**src/rtl/bsr_pkg.sv**
```systemverilog
// byte stack with rotate: shared types and codes
// used by bsr_seq and byte_stack_with_rotate; no dependencies
package bsr_pkg;

  // operation codes carried by the kind field
  typedef enum logic [2:0] {
    KIND_PUSH  = 3'd0,
    KIND_POP   = 3'd1,
    KIND_PEEK  = 3'd2,
    KIND_DUP   = 3'd3,
    KIND_UPROT = 3'd4,
    KIND_DNROT = 3'd5
  } kind_t;

  // result status codes
  typedef enum logic [1:0] {
    ST_OK    = 2'd0,
    ST_FULL  = 2'd1,
    ST_EMPTY = 2'd2,
    ST_DEEP  = 2'd3
  } status_t;

  // sequencer states
  typedef enum logic [2:0] {
    S_IDLE,
    S_DECODE,
    S_FETCH,
    S_ROT_HOLD,
    S_ROT_MOVE,
    S_ROT_LAST,
    S_FINISH
  } state_t;

  // one result beat handed from the sequencer to the output register
  typedef struct packed {
    logic [7:0] read_value;
    status_t    status;
    logic [7:0] entry_count;
  } result_t;

endpackage

```
**src/rtl/bsr_ram.sv**
```systemverilog
// generic single-write, single-read RAM with registered read data
// no dependencies
module bsr_ram #(
  parameter int WIDTH = 8,
  parameter int DEPTH = 128
) (
  input  logic                                 clk,
  input  logic                                 wr_en,
  input  logic [((DEPTH > 1) ? $clog2(DEPTH) : 1)-1:0] wr_addr,
  input  logic [WIDTH-1:0]                     wr_data,
  input  logic [((DEPTH > 1) ? $clog2(DEPTH) : 1)-1:0] rd_addr,
  output logic [WIDTH-1:0]                     rd_data
);

  logic [WIDTH-1:0] mem [DEPTH];

  // write port and registered read port
  always_ff @(posedge clk) begin
    if (wr_en) begin
      mem[wr_addr] <= wr_data;
    end
    rd_data <= mem[rd_addr];
  end

endmodule

```
**src/rtl/bsr_seq.sv**
```systemverilog
// byte stack sequencer: decodes one operation and steps the shared
// pointer unit over the entry RAM; uses bsr_pkg
module bsr_seq #(
  parameter int DEPTH = 128
) (
  input  logic                     clk,
  input  logic                     rst_n,
  input  logic                     in_valid,
  output logic                     in_stall,
  input  logic [2:0]               in_kind,
  input  logic [7:0]               in_push_value,
  input  logic [7:0]               in_rotate_depth,
  output logic                     ram_we,
  output logic [((DEPTH > 1) ? $clog2(DEPTH) : 1)-1:0] ram_waddr,
  output logic [7:0]               ram_wdata,
  output logic [((DEPTH > 1) ? $clog2(DEPTH) : 1)-1:0] ram_raddr,
  input  logic [7:0]               ram_rdata,
  output logic                     res_valid,
  output bsr_pkg::result_t         res,
  input  logic                     res_ready
);

  localparam int AW = (DEPTH > 1) ? $clog2(DEPTH) : 1;
  localparam int CW = $clog2(DEPTH + 1);
  localparam int MW = (CW > 8) ? CW : 8;

  bsr_pkg::state_t  state_r, state_nxt;
  bsr_pkg::kind_t   kind_r, kind_nxt;
  bsr_pkg::status_t status_r, status_nxt;
  logic [7:0]       value_r, value_nxt;
  logic [7:0]       m_r, m_nxt;
  logic [CW-1:0]    count_r, count_nxt;
  logic [AW-1:0]    rd_ptr_r, rd_ptr_nxt;
  logic [AW-1:0]    wr_ptr_r, wr_ptr_nxt;
  logic [7:0]       rem_r, rem_nxt;
  logic [7:0]       held_r, held_nxt;
  logic [7:0]       rdval_r, rdval_nxt;

  logic             is_full;
  logic             is_empty;
  logic             too_deep;
  logic             up_dir;
  logic [AW-1:0]    top_addr;
  logic [AW-1:0]    base_addr;
  logic [AW-1:0]    fill_addr;
  logic [MW-1:0]    m_ext;
  logic [MW-1:0]    count_ext;

  // shared pointer step: toward the bottom for up-rotate, toward the top otherwise
  function automatic logic [AW-1:0] ptr_step(input logic [AW-1:0] p, input logic dn);
    ptr_step = dn ? (p - AW'(1)) : (p + AW'(1));
  endfunction

  // stack geometry
  assign m_ext     = MW'(m_r);
  assign count_ext = MW'(count_r);
  assign is_full   = (count_r == CW'(DEPTH));
  assign is_empty  = (count_r == '0);
  assign too_deep  = (m_ext > count_ext);
  assign up_dir    = (kind_r == bsr_pkg::KIND_UPROT);
  assign top_addr  = AW'(count_r - CW'(1));
  assign base_addr = AW'(count_ext - m_ext);
  assign fill_addr = AW'(count_r);

  assign in_stall = (state_r != bsr_pkg::S_IDLE);

  // result beat
  assign res.read_value  = rdval_r;
  assign res.status      = status_r;
  assign res.entry_count = 8'(count_r);

  // state and control registers
  always_ff @(posedge clk) begin
    if (!rst_n) begin
      state_r <= bsr_pkg::S_IDLE;
      count_r <= '0;
    end else begin
      state_r <= state_nxt;
      count_r <= count_nxt;
    end
  end

  // operation payload registers
  always_ff @(posedge clk) begin
    kind_r   <= kind_nxt;
    status_r <= status_nxt;
    value_r  <= value_nxt;
    m_r      <= m_nxt;
    rd_ptr_r <= rd_ptr_nxt;
    wr_ptr_r <= wr_ptr_nxt;
    rem_r    <= rem_nxt;
    held_r   <= held_nxt;
    rdval_r  <= rdval_nxt;
  end

  // next state and ram control
  always_comb begin
    state_nxt  = state_r;
    kind_nxt   = kind_r;
    status_nxt = status_r;
    value_nxt  = value_r;
    m_nxt      = m_r;
    count_nxt  = count_r;
    rd_ptr_nxt = rd_ptr_r;
    wr_ptr_nxt = wr_ptr_r;
    rem_nxt    = rem_r;
    held_nxt   = held_r;
    rdval_nxt  = rdval_r;
    ram_we     = 1'b0;
    ram_waddr  = wr_ptr_r;
    ram_wdata  = held_r;
    ram_raddr  = rd_ptr_r;
    res_valid  = 1'b0;

    case (state_r)
      bsr_pkg::S_IDLE: begin
        if (in_valid) begin
          kind_nxt   = bsr_pkg::kind_t'(in_kind);
          value_nxt  = in_push_value;
          m_nxt      = in_rotate_depth;
          rdval_nxt  = 8'd0;
          status_nxt = bsr_pkg::ST_OK;
          state_nxt  = bsr_pkg::S_DECODE;
        end
      end

      bsr_pkg::S_DECODE: begin
        state_nxt = bsr_pkg::S_FINISH;
        case (kind_r)
          bsr_pkg::KIND_PUSH: begin
            if (is_full) begin
              status_nxt = bsr_pkg::ST_FULL;
            end else begin
              ram_we    = 1'b1;
              ram_waddr = fill_addr;
              ram_wdata = value_r;
              count_nxt = count_r + CW'(1);
            end
          end
          bsr_pkg::KIND_POP, bsr_pkg::KIND_PEEK: begin
            if (is_empty) begin
              status_nxt = bsr_pkg::ST_EMPTY;
            end else begin
              ram_raddr = top_addr;
              state_nxt = bsr_pkg::S_FETCH;
            end
          end
          bsr_pkg::KIND_DUP: begin
            if (is_empty) begin
              status_nxt = bsr_pkg::ST_EMPTY;
            end else if (is_full) begin
              status_nxt = bsr_pkg::ST_FULL;
            end else begin
              ram_raddr = top_addr;
              state_nxt = bsr_pkg::S_FETCH;
            end
          end
          bsr_pkg::KIND_UPROT, bsr_pkg::KIND_DNROT: begin
            if (too_deep) begin
              status_nxt = bsr_pkg::ST_DEEP;
            end else if (m_r >= 8'd2) begin
              // fetch the entry that wraps around, then walk the rest
              ram_raddr  = up_dir ? top_addr : base_addr;
              rd_ptr_nxt = up_dir ? (top_addr - AW'(1)) : (base_addr + AW'(1));
              wr_ptr_nxt = up_dir ? top_addr : base_addr;
              rem_nxt    = m_r - 8'd1;
              state_nxt  = bsr_pkg::S_ROT_HOLD;
            end
          end
          default: begin
          end
        endcase
      end

      bsr_pkg::S_FETCH: begin
        state_nxt = bsr_pkg::S_FINISH;
        case (kind_r)
          bsr_pkg::KIND_POP: begin
            rdval_nxt = ram_rdata;
            count_nxt = count_r - CW'(1);
          end
          bsr_pkg::KIND_PEEK: begin
            rdval_nxt = ram_rdata;
          end
          bsr_pkg::KIND_DUP: begin
            ram_we    = 1'b1;
            ram_waddr = fill_addr;
            ram_wdata = ram_rdata;
            count_nxt = count_r + CW'(1);
          end
          default: begin
          end
        endcase
      end

      // hold the wrapping entry and start the first move read
      bsr_pkg::S_ROT_HOLD: begin
        held_nxt   = ram_rdata;
        ram_raddr  = rd_ptr_r;
        rd_ptr_nxt = ptr_step(rd_ptr_r, up_dir);
        state_nxt  = bsr_pkg::S_ROT_MOVE;
      end

      // one entry shifted per cycle, next read overlapped with this write
      bsr_pkg::S_ROT_MOVE: begin
        ram_we     = 1'b1;
        ram_waddr  = wr_ptr_r;
        ram_wdata  = ram_rdata;
        wr_ptr_nxt = ptr_step(wr_ptr_r, up_dir);
        ram_raddr  = rd_ptr_r;
        rd_ptr_nxt = ptr_step(rd_ptr_r, up_dir);
        rem_nxt    = rem_r - 8'd1;
        if (rem_r == 8'd1) begin
          state_nxt = bsr_pkg::S_ROT_LAST;
        end
      end

      // drop the held entry into the vacated end
      bsr_pkg::S_ROT_LAST: begin
        ram_we    = 1'b1;
        ram_waddr = wr_ptr_r;
        ram_wdata = held_r;
        state_nxt = bsr_pkg::S_FINISH;
      end

      bsr_pkg::S_FINISH: begin
        res_valid = 1'b1;
        if (res_ready) begin
          state_nxt = bsr_pkg::S_IDLE;
        end
      end

      default: begin
        state_nxt = bsr_pkg::S_IDLE;
      end
    endcase
  end

endmodule

```
**src/rtl/byte_stack_with_rotate.sv**
```systemverilog
// byte stack with push, pop, peek, duplicate and rotates: top level
// holds the entry RAM, the sequencer and the result register; uses bsr_pkg,
// bsr_ram and bsr_seq
//
//   channel  direction  fields                                 handshake
//   in_      input      kind, push_value, rotate_depth         in_valid / in_stall
//   out_     output     read_value, status, entry_count        out_valid / out_stall
//
// push, shallow rotates and all error or no-op cases go from decode straight to
// finish; pop, peek and duplicate add a fetch step; a rotate of depth m moves
// one RAM entry per cycle through the single write and read port.
// reset empties the stack at once; entry RAM contents are not cleared.
// a held result in the output register stalls only the final step; once the
// result moves there, a new beat is taken while the previous result still waits.
module byte_stack_with_rotate #(
  parameter int DEPTH = 128
) (
  input  logic       clk,
  input  logic       rst_n,
  input  logic       in_valid,
  output logic       in_stall,
  input  logic [2:0] in_kind,
  input  logic [7:0] in_push_value,
  input  logic [7:0] in_rotate_depth,
  output logic       out_valid,
  input  logic       out_stall,
  output logic [7:0] out_read_value,
  output logic [1:0] out_status,
  output logic [7:0] out_entry_count
);

  localparam int AW = (DEPTH > 1) ? $clog2(DEPTH) : 1;

  logic             ram_we;
  logic [AW-1:0]    ram_waddr;
  logic [7:0]       ram_wdata;
  logic [AW-1:0]    ram_raddr;
  logic [7:0]       ram_rdata;
  logic             res_valid;
  logic             res_ready;
  bsr_pkg::result_t res;
  bsr_pkg::result_t out_r;
  logic             out_valid_r;

  // entry storage
  bsr_ram #(
    .WIDTH (8),
    .DEPTH (DEPTH)
  ) u_ram (
    .clk     (clk),
    .wr_en   (ram_we),
    .wr_addr (ram_waddr),
    .wr_data (ram_wdata),
    .rd_addr (ram_raddr),
    .rd_data (ram_rdata)
  );

  // operation sequencer
  bsr_seq #(
    .DEPTH (DEPTH)
  ) u_seq (
    .clk             (clk),
    .rst_n           (rst_n),
    .in_valid        (in_valid),
    .in_stall        (in_stall),
    .in_kind         (in_kind),
    .in_push_value   (in_push_value),
    .in_rotate_depth (in_rotate_depth),
    .ram_we          (ram_we),
    .ram_waddr       (ram_waddr),
    .ram_wdata       (ram_wdata),
    .ram_raddr       (ram_raddr),
    .ram_rdata       (ram_rdata),
    .res_valid       (res_valid),
    .res             (res),
    .res_ready       (res_ready)
  );

  // result register frees up when empty or when its beat is taken
  assign res_ready = !out_valid_r || !out_stall;

  always_ff @(posedge clk) begin
    if (!rst_n) begin
      out_valid_r <= 1'b0;
    end else if (res_valid && res_ready) begin
      out_valid_r <= 1'b1;
    end else if (!out_stall) begin
      out_valid_r <= 1'b0;
    end
  end

  always_ff @(posedge clk) begin
    if (res_valid && res_ready) begin
      out_r <= res;
    end
  end

  assign out_valid       = out_valid_r;
  assign out_read_value  = out_r.read_value;
  assign out_status      = out_r.status;
  assign out_entry_count = out_r.entry_count;

endmodule

```
**config.mk**
```make
export PLATFORM = sky130hd
export DESIGN_NAME = byte_stack_with_rotate
export DESIGN_NICKNAME = d
export VERILOG_FILES = /design/src/rtl/bsr_pkg.sv /design/src/rtl/bsr_ram.sv /design/src/rtl/bsr_seq.sv /design/src/rtl/byte_stack_with_rotate.sv
export SDC_FILE = /design/constraint.sdc
export NUM_CORES = 2
export LEC_CHECK = 0
export BUFFER_PORTS_ARGS = -buffer_cell sky130_fd_sc_hd__buf_2
export CAP_MARGIN = 10
export CORE_MARGIN = 2
export CORE_UTILIZATION = 63
export DETAILED_ROUTE_END_ITERATION = 16
export PLACE_DENSITY = 0.79
export SKIP_CTS_REPAIR_TIMING = 1
export SYNTH_ARGS = -nofsm -noshare
export SYNTH_HDL_FRONTEND = slang
export SYNTH_HIERARCHICAL = 1
export SYNTH_SLANG_ARGS = --single-unit
```
**constraint.sdc**
```tcl
create_clock -name clk -period 9.5 [get_ports clk]
set_input_delay 1.425 -clock clk [delete_from_list [all_inputs] [get_ports clk]]
set_output_delay 1.425 -clock clk [all_outputs]
set_load 0.005 [all_outputs]
```
# After elaboration in Yosys (flattened, before gate mapping)
# Memories as Yosys holds them, arrays and structs flattened. A register that Yosys moved wholly into a read port is not among the register bits.
# Index checks and enable logic that the tools add are counted.
totals:
  input_bits: 23
  ram_bits: 1024
  ff_bits: 89
  out_inout_bits: 20
  elab_cells: 145
  n_memories: 1
classes:
  order_cmp: 2
  addsub: 11
  n_reduce_logical: 25
  mux: 64
  n_eq_ne: 27
memory_table:
  columns: ["name", "words", "word_bits", "rd", "rd_clocked_by_memory_dff", "wr", "line_no", "source"]
  rows:
  - ["u_ram.mem", 128, 8, 1, 1, 1, "bsr_ram.sv:15", "logic [WIDTH-1:0] mem [DEPTH];"]
ops:
  columns: ["cell", "count"]
  rows:
  - ["$mux W7", 19]
  - ["$mux W8", 10]
  - ["$pmux W8 S2", 4]
  - ["$pmux W7 S2", 3]
  - ["$mux W3", 8]
  - ["$pmux W8 S3", 1]
  - ["$sub A8 B1 Y8 const B", 3]
  - ["$add A7 B1 Y7 const B", 3]
  - ["$pmux W7 S3", 1]
  - ["$sub A7 B1 Y7 const B", 3]
  - ["$pmux W3 S6", 1]
  - ["$eq A3 B3 Y1 const B", 5]
  - ["$eq A3 B2 Y1 const B", 4]
  - ["$ne A2 B2 Y1 const B", 6]
  - ["$reduce_and A4 Y1", 3]
  - ["$mux W2", 5]
  - ["$reduce_bool A2 Y1", 5]
  - ["$reduce_or A2 Y1", 5]
  - ["$ne A3 B2 Y1 const B", 3]
  - ["$pmux W3 S3", 1]
  - ["$add A8 B1 Y8 const B", 1]
  - ["$eq A8 B1 Y1 const B", 1]
  - ["$eq A8 B8 Y1 const B", 1]
  - ["$ge A8 B2 Y1 const B", 1]
  - ["other kinds (18)", 32]

# Logic depth before layout (Yosys ltp)
depth:
  depth_word: 7
  ltp_mapped: 17
  mapped_depth_nobuf: 14

# Modules after synthesis
# The synthesis kept the hierarchy.
by_module_without_submodules:
  columns: ["module", "area_each_um2", "seq_area_each_um2", "cells_each", "n_inst"]
  rows:
  - ["bsr_ram", 39665.5, 30909.6, 1635, 1]
  - ["bsr_seq", 5032.3, 1991.9, 535, 1]
  - ["byte_stack_with_rotate", 581.8, 560.5, 23, 1]

# Worst setup path before layout
# Ideal clock, no wire load.
synth_path:
  kind: "reg-to-reg"
  startpoint: "register u_seq.count_r[0], in the netlist u_seq/count_ext[0]"
  endpoint: "memory u_ram.mem[0][2] (data pin)"
  t_arrival_ns: 7.213
  path_slack_ns: 1.091
  setup_ns: 1.197
  path_buffers: 3
  path_stages_with_launch: 12
  cell_sequence: "dfxtp_1 -> clkbuf_1 -> inv_1 -> ha_1 -> or3b_1 -> buf_6 -> nor4_4 -> a21oi_1 -> a21oi_1 -> nor2_1 -> clkbuf_1 -> o21ai_0"
synth_via:
  elab_chain_len: 4
synth_rtl:
  columns: ["element", "line_no", "source"]
  rows:
  - ["from (decl)", "bsr_seq.sv:32", "logic [CW-1:0] count_r, count_nxt;"]
  - ["from (signal assigned)", "bsr_seq.sv:79", "count_r <= count_nxt;"]
  - ["$eq A8 B8 Y1", "bsr_seq.sv:57", "assign is_full = (count_r == CW'(DEPTH));"]
  - ["$mux W8", "bsr_seq.sv:131", "if (is_full) begin"]
  - ["$mux W8", "bsr_seq.sv:129", "case (kind_r)"]
  - ["$pmux W8 S3", "bsr_seq.sv:115", "case (state_r)"]
  - ["net ram_wdata[2]", "byte_stack_with_rotate.sv:36", "logic [7:0] ram_wdata;"]
  - ["to (decl)", "bsr_ram.sv:15", null]
# The timed path passes the listed nets, and every way through them passes these cells.

# Final worst setup path
layout_path:
  startpoint: "register u_seq.count_r[2], in the netlist u_seq/count_ext[2]"
  endpoint: "register u_ram.rd_data[4] (read register of u_ram.mem)"
layout_lines:
  columns: ["element", "line_no", "source"]
  rows:
  - ["branches (longest 3 deep; another with $gt A8 B8 Y1)", null, null]
  - ["$pmux W7 S3 (*)", "bsr_seq.sv:129", null]
  - ["$mux W7 (*)", "bsr_seq.sv:115", null]
  - ["net ram_raddr[0]", "byte_stack_with_rotate.sv:37", "logic [AW-1:0] ram_raddr;"]
  - ["to (decl)", "bsr_ram.sv:12", "output logic [WIDTH-1:0] rd_data"]
# Mark *: on every way through the listed nets, which the timed path passes.
# A chain may end at the register's enable or synchronous reset.

==> load_flow_metrics.sql <==
INSERT INTO impl_metrics (metric_group, metric, value, unit) VALUES
('global_route', 'grt_start_max_net_pins', '136', ''),
('global_route', 'first_global_vias', '23210', ''),
('logic_synthesis', 'syn_area', '45280', 'sq um'),
('critical_path', 'cp_slowest_cell', 'sky130_fd_sc_hd__dfxtp_1', ''),
('critical_path', 'cp_num_buf_inv', '2', ''),
('global_route', 'globalRouteOverflowTotal', '0', ''),
('clock_network', 'clk-insertion-delay-late', '0.68', 'ns'),
('clock_network', 'clock_tree.htree_level_count', '3', ''),
('run_status', 'outcome', 'complete, no violations', ''),
('timing', 'setup_tns_final', '0', 'ns'),
('layout', 'areaGrowthSynthToFinish', '10.47', '%'),
('layout', 'nNetsFinal', '2335', ''),
('critical_path', 'cp-end-kind', 'register', ''),
('layout', 'mostFrequentLayoutCells', '1101 x sky130_fd_sc_hd__edfxtp_1, 336 x sky130_fd_sc_hd__mux4_2, 170 x sky130_fd_sc_hd__nor2_1', ''),
('job', 'cap_violations', '0', ''),
('critical_path', 'regToRegStartpoint', 'u_seq/count_ext[2]', ''),
('clock_network', 'clock_tree_root', 'sky130_fd_sc_hd__clkbuf_16', ''),
('logic_synthesis', 'syn_avg_cell_area', '20.65', 'sq um'),
('pwr', 'share_comb_of_total_power', '15.2', '%'),
('critical_path', 'critical_path_arrival', '6.83', 'ns'),
('clock_network', 'cts_num_sinks', '1121', ''),
('logic_synthesis', 'netlist_instances', '2193', ''),
('min_path', 'worst_hold_path.endpoint', 'out_read_value[3]', ''),
('pwr', 'netSwitchingFraction', '25.40', '%'),
('logic_synthesis', 'synth_enable_flop_cells', '1101', ''),
('drt', 'ant_nets', '0', ''),
('critical_path', 'critPathMaxStageDelay', '0.66', 'ns'),
('timing', 'worst_slew_margin_rel', '19.71', '%'),
('place', 'hpwl', '63380', 'um'),
('clock_network', 'clk_pin_slew_worst_paths', '0.06', 'ns'),
('floorplanning', 'floorplan.die_area', '74030', 'sq um'),
('drt', 'drt-wirelength-per-cell', '32.77', 'um'),
('logic_synthesis', 'ys_seq_elements', '1121', ''),
('logic_synthesis', 'yosysSeqAreaShare', '73.90', '%'),
('critical_path', 'timing.critical_path.mode_cell', 'sky130_fd_sc_hd__mux4_2', ''),
('critical_path', 'path_class', 'register to register', ''),
('logic_synthesis', 'yosysUniqueCellTypes', '69', ''),
('floorplanning', 'placeableCoreArea', '71360', 'sq um'),
('critical_path', 'timing.critical_path.cells', 'inv_1 -> ha_1 -> nand4_1 -> or2_0 -> a22o_1 -> a21o_1 -> nor2_1 -> a21oi_1 -> o2bb2ai_4 -> buf_12 -> mux4_2 -> mux4_2 -> mux4_2 -> mux2_2', ''),
('floorplanning', 'design.portCount', '43', ''),
('drt', 'vias_per_cell', '6.917', ''),
('global_route', 'antenna_found_initial', '1', ''),
('pwr', 'seq_power_share', '50.1', '%'),
('pwr', 'max-vdd-ir-drop', '0.1674', 'mV'),
('logic_synthesis', 'yosys_warnings', '6', ''),
('min_path', 'timing.hold.worst.class', 'register to register', ''),
('drt', 'vias', '22900', ''),
('pwr', 'cellInternalPower', '0.008649', 'W'),
('min_path', 'worst_hold_path.num_cells', '0', ''),
('timing', 'max_clk_rate', '0.1598', 'GHz'),
('pwr', 'cellLeakagePower', '15.67', 'nW'),
('clock_network', 'clk_path_buf_depth', '3', ''),
('drt', 'dr.first_iter.drc_count', '3555', ''),
('logic_synthesis', 'synth-async-reset-ratio', '0', '%'),
('timing', 'rsz0062_at_grt', 'false', ''),
('min_path', 'hp-start', 'u_seq/rdval_r[3]', ''),
('timing', 'post-route-period-util', '65.89', '%'),
('place', 'io_buffer_count', '42', ''),
('critical_path', 'cpLargestDelayFamily', 'multiplexers', ''),
('timing', 'min_tclk_post_route', '6.259', 'ns'),
('floorplanning', 'initial_utilization', '63.45', '%'),
('timing', 'timing_max_transition_violations_final', '0', ''),
('pwr', 'power.density_cell_area', '231.8', 'nW/um^2'),
('logic_synthesis', 'synthesis.nets', '2254', ''),
('layout', 'leading_cell_type_in_the_layout_fill_and_taps_excluded', 'sky130_fd_sc_hd__edfxtp_1', ''),
('global_route', 'track_usage', '29.93', '%'),
('timing', 'worst_slew_pin_slew', '1.201', 'ns'),
('timing', 'setup_viol_count_final', '0', ''),
('critical_path', 'r2r_cells', '14', ''),
('layout', 'layout-drive-gt1-share', '25.99', '%'),
('floorplanning', 'die_w', '272.1', 'um');
==> power by group through the flow <==
stage / registers, W / clock network (W) / logic [W]
after detailed placement: 0.00591 / 0 / 0.00170
final: 0.00581 / 0.00403 / 0.00176
after floorplan: 0.00594 / 0 / 0.00115
after CTS: 0.00580 / 0.00407 / 0.00174
after global placement: 0.00590 / 0 / 0.00165
after global routing: 0.00581 / 0.00424 / 0.00184
==> Yosys cell counts, drive strengths merged, types with 8 or more instances <==
library cell     n  share of area (%)
nor2           173                1.4
and2            18               0.25
a22oi            9               0.16
buf             54               0.66
xor2            17               0.33
xnor2           32               0.64
o21ai           38               0.44
nor3            23               0.25
a21oi           41               0.45
nor4             8               0.14
ha              35               0.97
nor2b           14               0.19
clkbuf          57               0.47
mux2            13               0.32
dfxtp           20               0.88
nand3           23               0.25
nand4            8               0.11
edfxtp        1101                 73
mux4           336                 17
inv             29               0.24
nand2           62               0.51
==> per-stage QoR <==
| stage | setup WS [ns] | util (%) | instance area, sq um | total power (W) | std cells |
|---|---|---|---|---|---|
| floorplan | 1.091 | - | 45280 | 0.007086 | 2193 |
| detailed placement | 3.380 | 65.43 | 46700 | 0.007605 | 3113 |
| CTS | 3.347 | 70.02 | 49970 | 0.01161 | 3307 |
| finish | 3.241 | 70.09 | 50020 | 0.01159 | 3310 |
| global route | 3.072 | 70.09 | 50020 | 0.01189 | 3309 |
| global placement | 3.385 | 65.42 | 46690 | 0.007551 | 3111 |
==> cell families (layout without fill, tap and decap cells) <==
group                      Yosys count  after routing  synth area share, %
AOI/OAI and AO/OA                  135            135                1.954
buffers and inverters              142            308                1.387
xor gates and xnor gates            49             49               0.9644
and+or+nand+nor                    354            354                3.548
other                                0              1                    0
adders and majority gates           38             38                1.100
DFF                               1121           1121                73.90
muxes                              354            354                17.15
==> sequential cells by signal, indices dropped and copies added (netlist names), 7 cells and up <==
name / flops
u_seq/rem_r: 8
u_seq/rd_ptr_r: 7
u_seq/count_ext: 8
u_ram/rd_data: 8
u_ram/mem: 1024
u_seq/rdval_r: 8
out_entry_count: 8
out_read_value: 8
u_seq/wr_ptr_r: 7
u_seq/held_r: 8
u_seq/m_ext: 8
u_seq/value_r: 8
==> how the worst max path moves through the flow <==
stage                       startpoint          endpoint  slack [ns]  depth (start not counted)
finish              u_seq/count_ext[2]  u_ram/rd_data[4]        3.24                         14
global route        u_seq/count_ext[2]  u_ram/rd_data[4]        3.07                         14
CTS                 u_seq/count_ext[2]  u_ram/rd_data[0]        3.35                         14
detailed placement  u_seq/count_ext[2]  u_ram/rd_data[3]        3.38                         14
global placement    u_seq/count_ext[2]  u_ram/rd_data[3]        3.38                         14
floorplan           u_seq/count_ext[0]   u_ram/mem[0][2]        1.09                         11
==> routing by layer <==
metal | track usage, % | up-vias | routed length [um]
met2 | 48.64 | 1627 | 54010
met5 | 0 | - | 13
li1 | - | 9193 | -
met3 | 6.180 | 254 | 11860
met1 | 41.17 | 11820 | 38780
met4 | 10.70 | 2 | 3793
==> worst register-to-register path: stages (launching register included) <==
cell and delay [ns]:
sky130_fd_sc_hd__dfxtp_1 0.66, sky130_fd_sc_hd__inv_1 0.28, sky130_fd_sc_hd__ha_1 0.45, sky130_fd_sc_hd__nand4_1 0.20, sky130_fd_sc_hd__or2_0 0.27, sky130_fd_sc_hd__a22o_1 0.22
sky130_fd_sc_hd__a21o_1 0.20, sky130_fd_sc_hd__nor2_1 0.47, sky130_fd_sc_hd__a21oi_1 0.21, sky130_fd_sc_hd__o2bb2ai_4 0.56, sky130_fd_sc_hd__buf_12 0.49, sky130_fd_sc_hd__mux4_2 0.73
sky130_fd_sc_hd__mux4_2 0.58, sky130_fd_sc_hd__mux4_2 0.56, sky130_fd_sc_hd__mux2_2 0.30
==> cell type report <==
class                      instances  area, sq um  share of cell area, %
timing repair buffer              83        608.1                  1.216
antenna                            1        2.502               0.005003
clock inverter                    62        461.7                 0.9230
clock buffer                     132         2814                  5.625
tap                              950         1189                  2.376
inverter                          31        116.4                 0.2326
sequential                      1121        33460                  66.90
multi-input combinational        930        11370                  22.73
(Power assumes the default switching activity.)
